$ cat src/rpw_pkg.sv
// Shared types, widths and register indexes for the range pixel back-projection block.
// Used by every module under src; depends on nothing.
package rpw_pkg;

  localparam int INDEX_BITS = 11;
  localparam int RANGE_BITS = 24;

  localparam int DW   = ((INDEX_BITS + 5 > 17) ? INDEX_BITS + 5 : 17) + 1;
  localparam int D2W  = 2 * DW;
  localparam int SQW  = D2W + 16;
  localparam int SRW  = SQW / 2;
  localparam int NMW  = RANGE_BITS + DW + 7;
  localparam int XW   = NMW + 1;
  localparam int QW   = RANGE_BITS + 2;
  localparam int CW   = QW + 1;
  localparam int PW   = CW + 16;
  localparam int AW   = PW + 2;
  localparam int OW   = 24;
  localparam int CFG_IW = 3;
  localparam int CFG_DW = 48;

  localparam int SAT_MAX = 8388607;
  localparam int SAT_MIN = -8388608;

  localparam logic [CFG_IW-1:0] CFG_FOCAL = 3'd0;
  localparam logic [CFG_IW-1:0] CFG_CCOL  = 3'd1;
  localparam logic [CFG_IW-1:0] CFG_CROW  = 3'd2;
  localparam logic [CFG_IW-1:0] CFG_ROTX  = 3'd3;
  localparam logic [CFG_IW-1:0] CFG_ROTY  = 3'd4;
  localparam logic [CFG_IW-1:0] CFG_ROTZ  = 3'd5;
  localparam logic [CFG_IW-1:0] CFG_TRANS = 3'd6;

  typedef struct packed {
    logic [INDEX_BITS-1:0] pixel_row;
    logic [INDEX_BITS-1:0] pixel_col;
    logic [RANGE_BITS-1:0] ray_range;
    logic                  range_valid;
  } pixel_t;

  typedef struct packed {
    logic signed [OW-1:0] world_x;
    logic signed [OW-1:0] world_y;
    logic signed [OW-1:0] world_z;
    logic                 overflow;
  } point_t;

  typedef struct packed {
    logic [15:0] focal_length;
    logic [15:0] center_col;
    logic [15:0] center_row;
  } cam_cfg_t;

  typedef struct packed {
    logic [CFG_DW-1:0] rot_x;
    logic [CFG_DW-1:0] rot_y;
    logic [CFG_DW-1:0] rot_z;
    logic [CFG_DW-1:0] trans;
  } pose_t;

  typedef struct packed {
    logic [RANGE_BITS-1:0] rng;
    logic [2:0][DW-1:0]    d;
  } ray_t;

endpackage

$ cat src/rpw_sqrt.sv
// Pipelined integer square root of the scaled squared ray length, one root bit per stage.
// Depends on rpw_pkg.
module rpw_sqrt import rpw_pkg::*; (
  input  logic           clk,
  input  logic           rst_n,
  input  logic           en,
  input  logic           in_v,
  input  logic [D2W-1:0] in_d2,
  input  ray_t           in_ray,
  output logic           out_v,
  output logic [SRW-1:0] out_root,
  output ray_t           out_ray
);

  logic           v_r    [SRW];
  logic [SRW:0]   rem_r  [SRW];
  logic [SRW-1:0] root_r [SRW];
  logic [SQW-1:0] x_r    [SRW];
  ray_t           ray_r  [SRW];

  for (genvar j = 0; j < SRW; j++) begin : g_st
    logic           v_in;
    logic [SRW:0]   rem_in;
    logic [SRW-1:0] root_in;
    logic [SQW-1:0] x_in;
    ray_t           ray_in;
    logic [SRW+2:0] rem_sh, trial;
    logic           ge;

    if (j == 0) begin : g_first
      assign v_in    = in_v;
      assign rem_in  = '0;
      assign root_in = '0;
      assign x_in    = {in_d2, 16'b0};
      assign ray_in  = in_ray;
    end else begin : g_next
      assign v_in    = v_r[j-1];
      assign rem_in  = rem_r[j-1];
      assign root_in = root_r[j-1];
      assign x_in    = x_r[j-1];
      assign ray_in  = ray_r[j-1];
    end

    always_comb begin
      rem_sh = {rem_in, x_in[SQW-1 -: 2]};
      trial  = (SRW+3)'({root_in, 2'b01});
      ge     = rem_sh >= trial;
    end

    always_ff @(posedge clk) begin
      if (!rst_n) begin
        v_r[j] <= 1'b0;
      end else if (en) begin
        v_r[j] <= v_in;
      end
    end

    always_ff @(posedge clk) begin
      if (en) begin
        rem_r[j]  <= ge ? (SRW+1)'(rem_sh - trial) : (SRW+1)'(rem_sh);
        root_r[j] <= {root_in[SRW-2:0], ge};
        x_r[j]    <= x_in << 2;
        ray_r[j]  <= ray_in;
      end
    end
  end

  assign out_v    = v_r[SRW-1];
  assign out_root = root_r[SRW-1];
  assign out_ray  = ray_r[SRW-1];

endmodule

$ cat config.mk
export PLATFORM = sky130hd
export DESIGN_NAME = rpw_sqrt
export DESIGN_NICKNAME = d
export VERILOG_FILES = /design/src/rpw_pkg.sv /design/src/rpw_sqrt.sv
export SDC_FILE = /design/constraint.sdc
export NUM_CORES = 2
export LEC_CHECK = 0
export BUFFER_PORTS_ARGS = -buffer_cell sky130_fd_sc_hd__buf_2
export CAP_MARGIN = 20
export CORE_AREA = 2 2 437 439
export DETAILED_ROUTE_END_ITERATION = 10
export DIE_AREA = 0 0 439 441
export PLACE_DENSITY = 0.83
export SLEW_MARGIN = 20
export SYNTH_ARGS = -nofsm -noshare
export SYNTH_HDL_FRONTEND = slang
export SYNTH_MEMORY_MAX_BITS = 65536
export SYNTH_SLANG_ARGS = --single-unit
$ cat constraint.sdc
create_clock -name clk -period 7.45 [get_ports clk]
set_input_delay 2.235 -clock clk [delete_from_list [all_inputs] [get_ports clk]]
set_output_delay 2.235 -clock clk [all_outputs]
set_load 0.1 [all_outputs]
==> metrics <==
Chip Height 441 µm; cts bufs inserted 332; Final WS setup 3010 ps; hold crit path type reg -> reg; WP buf/inv 3; Yosys cell types 86; critical path endpoint category flop; hold_sp ray_r[4][303]; most frequent cells in the layout edfxtp_1 (3,341), inv_1 (450), nor2_1 (395), ha_1 (364), nand2_1 (360); Hold Path Stages 0; critical path type reg -> reg; HPWL Detailed 128 mm; WL per Instance 21.0 µm; vias in the first global route 63,006; DRC 0; Sink Count 3,342; Synth Cell Area 126,000 µm²; # nets final 8,359; final setup violating endpoints 0; initial antenna violation count 0; Min-Delay Endpoint ray_r[5][69]; Gate Count Post-Synth 7,342; Via density 5.81; CTS tree done; max-slew violations 0; fillcell total 10,559; number of hold violations in the final report 0; GPL Wtd Cong 0.931; power density over the cells 315 nW/µm²; Leakage 0.0515 µW; ys flop type edfxtp_1; ANT nets after route 0; dpl cells 10,046; Worst path most repeated cell a21oi_1; layout cell share with drive strength beyond 1 0.101; CP arrival 5080 ps; First-pass DRT Iterations 6; Reg2Reg Depth 11; number of flops mapped to enable cells by yosys 3,341; post-CTS setup repair buffer count 0; Layout area overhead 11.7%; Max Cap Viol 0; hold bufs inserted after CTS 0; average cell area after synthesis 17.1 µm²; register area share after synthesis 0.797; Layout Cells excl Fill 10,622; Post-Route WL 223 mm; Net Count, Synth 7,831; DRT iter0 DRCs 6,009; Worst Tran Pin Value 1130 ps; die width 439 µm; gr usage total 0.232; commonest non-fill, non-tap cell in the layout edfxtp_1; Crit path largest cell delay 940 ps; RSZ-0062 raised after global routing false; total grt overflow 0; maximum vdd drop 0.000279 V; fraction of registers with async set/reset 0; crit-path cells inv_1 > ha_1 > o21ai_0 > nor2_1 > a21oi_1 > a21oi_1 > a41oi_1 > buf_4 > clkinv_1 > nor2_1 > a21oi_1; largest net degree at the start of global routing 236; WP data required 8100 ps; total vias in the final route 61,681; IO Port Bufs 222; Reg2Reg Capture Point rem_r[2][148]; Max FO, Critical Path 19; pre-CTS setup slack 2900 ps; Period Utilization, post-route 0.596; root buffer cell clkbuf_16; PostCTS Resize Cnt 0; Initial Utilization 0.666; Slew headroom 0.249; CP top delay family compound AO/OA/AOI/OAI gates; Max Fclk 225 MHz; clock latency on the worst-skew pair 960 ps; clock-pin slew on the worst setup and hold paths 60 ps; global-route wire length before repair 348 mm; core footprint 189,000 µm²; htree depth 5; TNS Setup 0 ps; FF-to-FF Start root_r[20][5]; Cell Rows 160; area of the die 194,000 µm²; YS warnings 0; Ant. Diodes 0; register-to-register setup slack 3010 ps; Clock Skew 99.3 ps; deepest clock path buffer count 4; CP Launch Type flop; Seq cells post-synth 3,342; Final min period 4440 ps; Top Ports 223; slowest cell on the critical path a41oi_1; status complete, no violations
area by class of cell:
class	instances	area (µm²)	area share
Tap cell	2511	3140	0.0223
Sequential cell	3342	100000	0.713
Inverter	452	1700	0.0121
Clock buffer	393	8620	0.0613
Clock inverter	182	1460	0.0104
Timing Repair Buffer	281	1810	0.0129
Multi-Input combinational cell	3461	23600	0.168
per-stage QoR:
stage	utilization	power, µW	instance area (µm²)	hold WS (ps)
final	0.744	44300	141000	372
after global routing	0.744	45900	141000	373
after CTS	0.744	44600	141000	356
after detailed placement	0.690	28600	131000	405
after global placement	0.690	28300	131000	400
after floorplan	-	27000	126000	400
flip-flops by register name (all words and copies together), names as in the netlist:
name and flops:
ray_r 2028, root_r 351, rem_r 631, v_r 26, x_r 306
cell families after synthesis:
kind of cell / count (synthesis) / synth area share
AOI/OAI and AO/OA: 1092 / 0.0541
and+or+nand+nor: 1448 / 0.0563
other: 1 / 0.0000298
buffers and inverters: 539 / 0.0161
DFF: 3342 / 0.797
muxes: 57 / 0.00496
adders and majority gates: 371 / 0.0373
xor gates and xnor gates: 492 / 0.0342
metal layers:
| metal | routed length (µm) | track usage |
|---|---|---|
| met5 | 0 | 0 |
| met4 | 6950 | 0.0790 |
| met1 | 84500 | 0.280 |
| met2 | 121000 | 0.424 |
| met3 | 10800 | 0.0355 |
worst max path at each step:
stage                       start       endpoint  slack, ps  depth (start not counted)
global placement               en    ray_r[1][5]       3010                          3
finish              root_r[20][5]  rem_r[2][148]       3010                         11
floorplan                      en      v_r[0][0]       3930                          2
detailed placement             en    ray_r[1][5]       2900                          3
global route        root_r[20][5]  rem_r[2][150]       2630                         11
CTS                 root_r[20][5]  rem_r[2][148]       3220                         11
power by group:
part,total [µW],switching [µW],internal [µW]
Clock,15800,6850,8970
Sequential,23600,892,22700
Combinational,4820,2940,1880
Total,44300,10700,33600
cells in the mapped netlist, types with 13 or more instances:
master	instances	area [µm²]
edfxtp_1	3341	100000
inv_1	450	1690
nor2_1	395	1480
ha_1	364	4550
nand2_1	360	1350
a21oi_1	329	1650
o21ai_0	275	1380
xor2_1	255	2230
xnor2_1	237	2080
nor3_1	130	651
a21o_1	126	946
nand2b_1	85	532
nand3_1	75	375
clkbuf_1	74	278
nor4_1	73	457
o21a_1	72	541
nor2b_1	53	332
and3_1	52	325
or3_1	47	294
mux2_2	43	484
nand4_1	42	263
o31ai_1	37	278
a211oi_1	36	270
a31oi_1	31	194
or4_1	30	225
o21bai_1	28	210
and2_1	24	150
or2_2	22	138
o211ai_1	16	120
a2111oi_0	15	131
a21boi_0	15	113
mux2i_1	14	140
nand3b_1	13	97.6
nor3b_1	13	97.6
No activity file was read; power rests on OpenSTA's default activity.
