[config.mk]
export PLATFORM = sky130hd
export DESIGN_NAME = rpw_ray
export DESIGN_NICKNAME = d
export VERILOG_FILES = /design/src/rpw_pkg.sv /design/src/rpw_ray.sv
export SDC_FILE = /design/constraint.sdc
export NUM_CORES = 2
export LEC_CHECK = 0
export ABC_CLOCK_PERIOD_IN_PS = 18900
export BUFFER_PORTS_ARGS = -buffer_cell sky130_fd_sc_hd__clkbuf_2
export CORE_MARGIN = 2
export CORE_UTILIZATION = 30
export CTS_BUF_LIST = sky130_fd_sc_hd__clkbuf_8 sky130_fd_sc_hd__clkbuf_16
export DETAILED_ROUTE_END_ITERATION = 8
export GPL_ROUTABILITY_DRIVEN = 1
export PLACE_DENSITY_LB_ADDON = 0.08
export SYNTH_ARGS = -nofsm -noshare
export SYNTH_HDL_FRONTEND = slang
export SYNTH_SLANG_ARGS = --single-unit
export TNS_END_PERCENT = 20
[constraint.sdc]
create_clock -name clk -period 18.9 [get_ports clk]
set_clock_uncertainty 0.15 [all_clocks]
set_input_delay 3.78 -clock clk [delete_from_list [all_inputs] [get_ports clk]]
set_output_delay 3.78 -clock clk [all_outputs]
set_load 0.005 [all_outputs]
[src/rpw_pkg.sv]
// Shared types, widths and register indexes for the range pixel back-projection block.
// Used by every module under src; depends on nothing.
package rpw_pkg;

  localparam int INDEX_BITS = 11;
  localparam int RANGE_BITS = 24;

  localparam int DW   = ((INDEX_BITS + 5 > 17) ? INDEX_BITS + 5 : 17) + 1;
  localparam int D2W  = 2 * DW;
  localparam int SQW  = D2W + 16;
  localparam int SRW  = SQW / 2;
  localparam int NMW  = RANGE_BITS + DW + 7;
  localparam int XW   = NMW + 1;
  localparam int QW   = RANGE_BITS + 2;
  localparam int CW   = QW + 1;
  localparam int PW   = CW + 16;
  localparam int AW   = PW + 2;
  localparam int OW   = 24;
  localparam int CFG_IW = 3;
  localparam int CFG_DW = 48;

  localparam int SAT_MAX = 8388607;
  localparam int SAT_MIN = -8388608;

  localparam logic [CFG_IW-1:0] CFG_FOCAL = 3'd0;
  localparam logic [CFG_IW-1:0] CFG_CCOL  = 3'd1;
  localparam logic [CFG_IW-1:0] CFG_CROW  = 3'd2;
  localparam logic [CFG_IW-1:0] CFG_ROTX  = 3'd3;
  localparam logic [CFG_IW-1:0] CFG_ROTY  = 3'd4;
  localparam logic [CFG_IW-1:0] CFG_ROTZ  = 3'd5;
  localparam logic [CFG_IW-1:0] CFG_TRANS = 3'd6;

  typedef struct packed {
    logic [INDEX_BITS-1:0] pixel_row;
    logic [INDEX_BITS-1:0] pixel_col;
    logic [RANGE_BITS-1:0] ray_range;
    logic                  range_valid;
  } pixel_t;

  typedef struct packed {
    logic signed [OW-1:0] world_x;
    logic signed [OW-1:0] world_y;
    logic signed [OW-1:0] world_z;
    logic                 overflow;
  } point_t;

  typedef struct packed {
    logic [15:0] focal_length;
    logic [15:0] center_col;
    logic [15:0] center_row;
  } cam_cfg_t;

  typedef struct packed {
    logic [CFG_DW-1:0] rot_x;
    logic [CFG_DW-1:0] rot_y;
    logic [CFG_DW-1:0] rot_z;
    logic [CFG_DW-1:0] trans;
  } pose_t;

  typedef struct packed {
    logic [RANGE_BITS-1:0] rng;
    logic [2:0][DW-1:0]    d;
  } ray_t;

endpackage

[src/rpw_ray.sv]
// Ray vector and squared length stages: offsets from the principal point, squares, sum.
// Depends on rpw_pkg.
module rpw_ray import rpw_pkg::*; (
  input  logic           clk,
  input  logic           rst_n,
  input  logic           en,
  input  logic           in_v,
  input  pixel_t         pix,
  input  cam_cfg_t       cam_cfg,
  output logic           out_v,
  output logic [D2W-1:0] out_d2,
  output ray_t           out_ray
);

  logic v1_r, v2_r, v3_r;
  ray_t ray1_r, ray2_r, ray3_r, ray1_nxt;
  logic [2:0][D2W-1:0] sq2_r, sq2_nxt;
  logic [D2W-1:0] d2_r, d2_nxt;
  logic [DW-1:0] colx, rowx;
  logic signed [D2W-1:0] sq_s [3];

  always_comb begin
    colx = DW'(pix.pixel_col) << 4;
    rowx = DW'(pix.pixel_row) << 4;
    ray1_nxt.rng  = pix.ray_range;
    ray1_nxt.d[0] = colx - DW'(cam_cfg.center_col);
    ray1_nxt.d[1] = rowx - DW'(cam_cfg.center_row);
    ray1_nxt.d[2] = DW'(cam_cfg.focal_length);
    for (int k = 0; k < 3; k++) begin
      sq_s[k] = $signed(ray1_r.d[k]) * $signed(ray1_r.d[k]);
      sq2_nxt[k] = D2W'(unsigned'(sq_s[k]));
    end
    d2_nxt = sq2_r[0] + sq2_r[1] + sq2_r[2];
  end

  always_ff @(posedge clk) begin
    if (!rst_n) begin
      v1_r <= 1'b0;
      v2_r <= 1'b0;
      v3_r <= 1'b0;
    end else if (en) begin
      v1_r <= in_v & pix.range_valid;
      v2_r <= v1_r;
      v3_r <= v2_r;
    end
  end

  always_ff @(posedge clk) begin
    if (en) begin
      ray1_r <= ray1_nxt;
      ray2_r <= ray1_r;
      sq2_r  <= sq2_nxt;
      ray3_r <= ray2_r;
      d2_r   <= d2_nxt;
    end
  end

  assign out_v   = v3_r;
  assign out_d2  = d2_r;
  assign out_ray = ray3_r;

endmodule

==> qor.yml <==
clock-sinks: 355
drtPass1Iterations: 5
antenna_found_initial: 4
rsz0062_at_grt: "no"
synth_top_area_share_pct: 35.5
post_synth.cell_area_avg_um2: 11.0
worst_slew_pin_slew_ns: 1.01
min_path_type: "register to register"
die_height_um: 374
yosysUniqueCellTypes: 74
drt-initial-drc-count: 991
status: "finished clean"
syn-instance-count: 3733
via_per_inst: 4.40
hpwl_um: 77600
cts_buffers: 46
tns_ns: 0
timing.hold.ws_ns: 0.267
path_buf_inv: 3
criticalPathCategory: "register to register"
fmax_ghz: 0.132
synth_commonest_cells: "inv_1, fa_1, edfxtp_1"
place.gp.congestion: 0.783
cts_root_buf: "clkbuf_16"
clkSlewWorstSetupHoldPaths_ns: 0.06
cts_tree: "yes"
cts_resized: 0
port_buffers: 211
grt.overflow.total: 0
slew_headroom_pct: 32.9
crit_required_ns: 19.13
grt_pass1_vias: 28348
cp_max_fo: 22
cts_setup_buffers: 0
path_cells: "nand2_1 -> fa_1 -> inv_1 -> fa_1 -> ha_1 -> fa_1 -> fa_1 -> inv_1 -> fa_1 -> inv_1 -> ha_1 -> or3_1 -> a311oi_1 -> o21ai_0 -> a21oi_1 -> o21ai_1 -> a2111oi_0 -> nor3_1 -> nand3b_1"
slowest_delay_ns: 0.98
fin_crit_ns: 7.57
syn_area_um2: 41000
yosysMostFrequentCell: "inv_1"
die_area_um2: 140000
yosysWarnings: 0
grt.total_usage_pct: 14.5
clockBufferDepth: 3
htreeDepth: 2
ios: 214
syn_to_final_growth_pct: 11.4
cp-start-kind: "register"
synth_top_area_cell: "fa_1"
synth_edf_count: 352
start_util_pct: 30.3
n_antenna_cell: 0
nets: 5104
async_reset_ff_share_pct: 0
final.period_utilization_pct: 40.1
hold_viol: 0
ant_nets: 0
fillCellCount: 13878
wl_um: 96700
cp.arrival_ns: 7.80
cp_slowest_cell: "edfxtp_1"
crit_path_end_kind: "register"
insertion_delay_ns: 0.64
layout-drive-gt1-share_pct: 8.46
final_util_pct: 33.7
crit_top_cell: "fa_1"
synth_flop_cell: "edfxtp_1"
synth_seq_cells: 355
setup_viol: 0
synth_seq_area_share_pct: 25.9
num_vias: 25330
grt_start_max_net_pins: 79
slew_viol_final: 0
grt_pass1_wl_um: 158000
core.rowCount: 135
ctsHoldBuffers: 0
max_cap_violations: 0
core-area_um2: 135000
crit_family: "adder cells"
drc: 0
synth_area_leaders: "fa_1, edfxtp_1, ha_1"
routedWlPerCell_um: 16.8
die_w_um: 374
-- final timing paths --
kind                            startpoint  slack, ns           to  depth (start not counted)
worst max register to register  ray1_r[23]      11.33    sq2_r[70]                         19
worst min register to register  ray2_r[38]       0.27  out_ray[38]                          0
worst max-delay path            ray1_r[23]      11.33    sq2_r[70]                         19
worst min-delay path            ray2_r[38]       0.27  out_ray[38]                          0
-- final cells by class --
| class | count | area [um^2] | share of cell area, % |
|---|---|---|---|
| repair buffers | 227 | 1190 | 2.60 |
| inverters | 934 | 3510 | 7.67 |
| clock buffers | 46 | 1150 | 2.52 |
| multi-input cells | 2372 | 26600 | 58.2 |
| flip-flops and latches | 355 | 10600 | 23.3 |
| well taps | 1781 | 2230 | 4.88 |
| clock inverters | 37 | 412 | 0.901 |
-- registers in the layout (all words and copies together) (netlist names) --
| register | count |
|---|---|
| out_d2 | 36 |
| out_ray | 74 |
| out_v | 1 |
| ray1_r | 74 |
| ray2_r | 74 |
| sq2_r | 94 |
| v1_r | 1 |
| v2_r | 1 |
-- cells in the final DEF, fill, tap and decap left out, types with 5 or more instances in the layout --
cell / count
a211oi_1: 20
a21boi_0: 14
a21o_1: 49
a21oi_1: 100
a311oi_1: 5
a31o_2: 10
a31oi_1: 7
and2_1: 156
and3_1: 21
buf_4: 16
bufinv_16: 5
clkbuf_16: 46
clkbuf_2: 210
clkinv_1: 11
conb_1: 5
edfxtp_1: 352
fa_1: 728
ha_1: 341
inv_1: 936
mux2i_1: 5
nand2_1: 267
nand2b_1: 25
nand3_1: 24
nand4_1: 7
nor2_1: 144
nor2b_1: 39
nor3_1: 27
o211ai_1: 7
o21a_1: 26
o21ai_0: 68
o21bai_1: 16
o31a_1: 9
o31ai_1: 7
or2_2: 12
or3_1: 6
xnor2_1: 125
xor2_1: 33
-- worst reg2reg max path: cells and delay by family (launching register included) --
family | cells | cell delay (ns)
AOI/OAI and AO/OA | 5 | 2.18
adders and majority gates | 7 | 2.98
and+or+nand+nor | 4 | 0.86
buffers and inverters | 3 | 0.16
DFF | 1 | 0.98
-- logic make-up (layout without fill, tap and decap cells) --
group           after synthesis  after routing  share of synthesized area [%]
fa+ha+maj                  1069           1069                           46.0
buf+inv                    1010           1244                           9.28
simple gates                743            743                           8.78
compound gates              391            391                           6.52
flops                       355            355                           25.9
xor+xnor                    158            158                           3.38
mux                           6              6                          0.150
other cells                   1              5                        0.00915
-- stage by stage --
step                      instance area (um^2)  cells  setup slack [ns]
after global placement                   44100   5669             11.31
final                                    45700   5752             11.33
after CTS                                45700   5752             11.31
after global routing                     45700   5752             10.92
after floorplan                          41000   3737             12.34
after detailed placement                 44100   5669             11.37
-- per-layer routing --
| layer | wire length [um] | GRT usage, % | part of all wire, % | vias up |
|---|---|---|---|---|
| li1 | - | - | - | 12054 |
| met1 | 44000 | 19.5 | 46 | 12953 |
| met2 | 48600 | 25.1 | 50 | 255 |
| met3 | 2650 | 1.74 | 2.7 | 68 |
| met4 | 1380 | 2.49 | 1.4 | 0 |
| met5 | 0 | 0 | 0 | - |
Power is not shown: default switching activity piles up to over one toggle a cycle in this logic, so the estimate is an artifact.
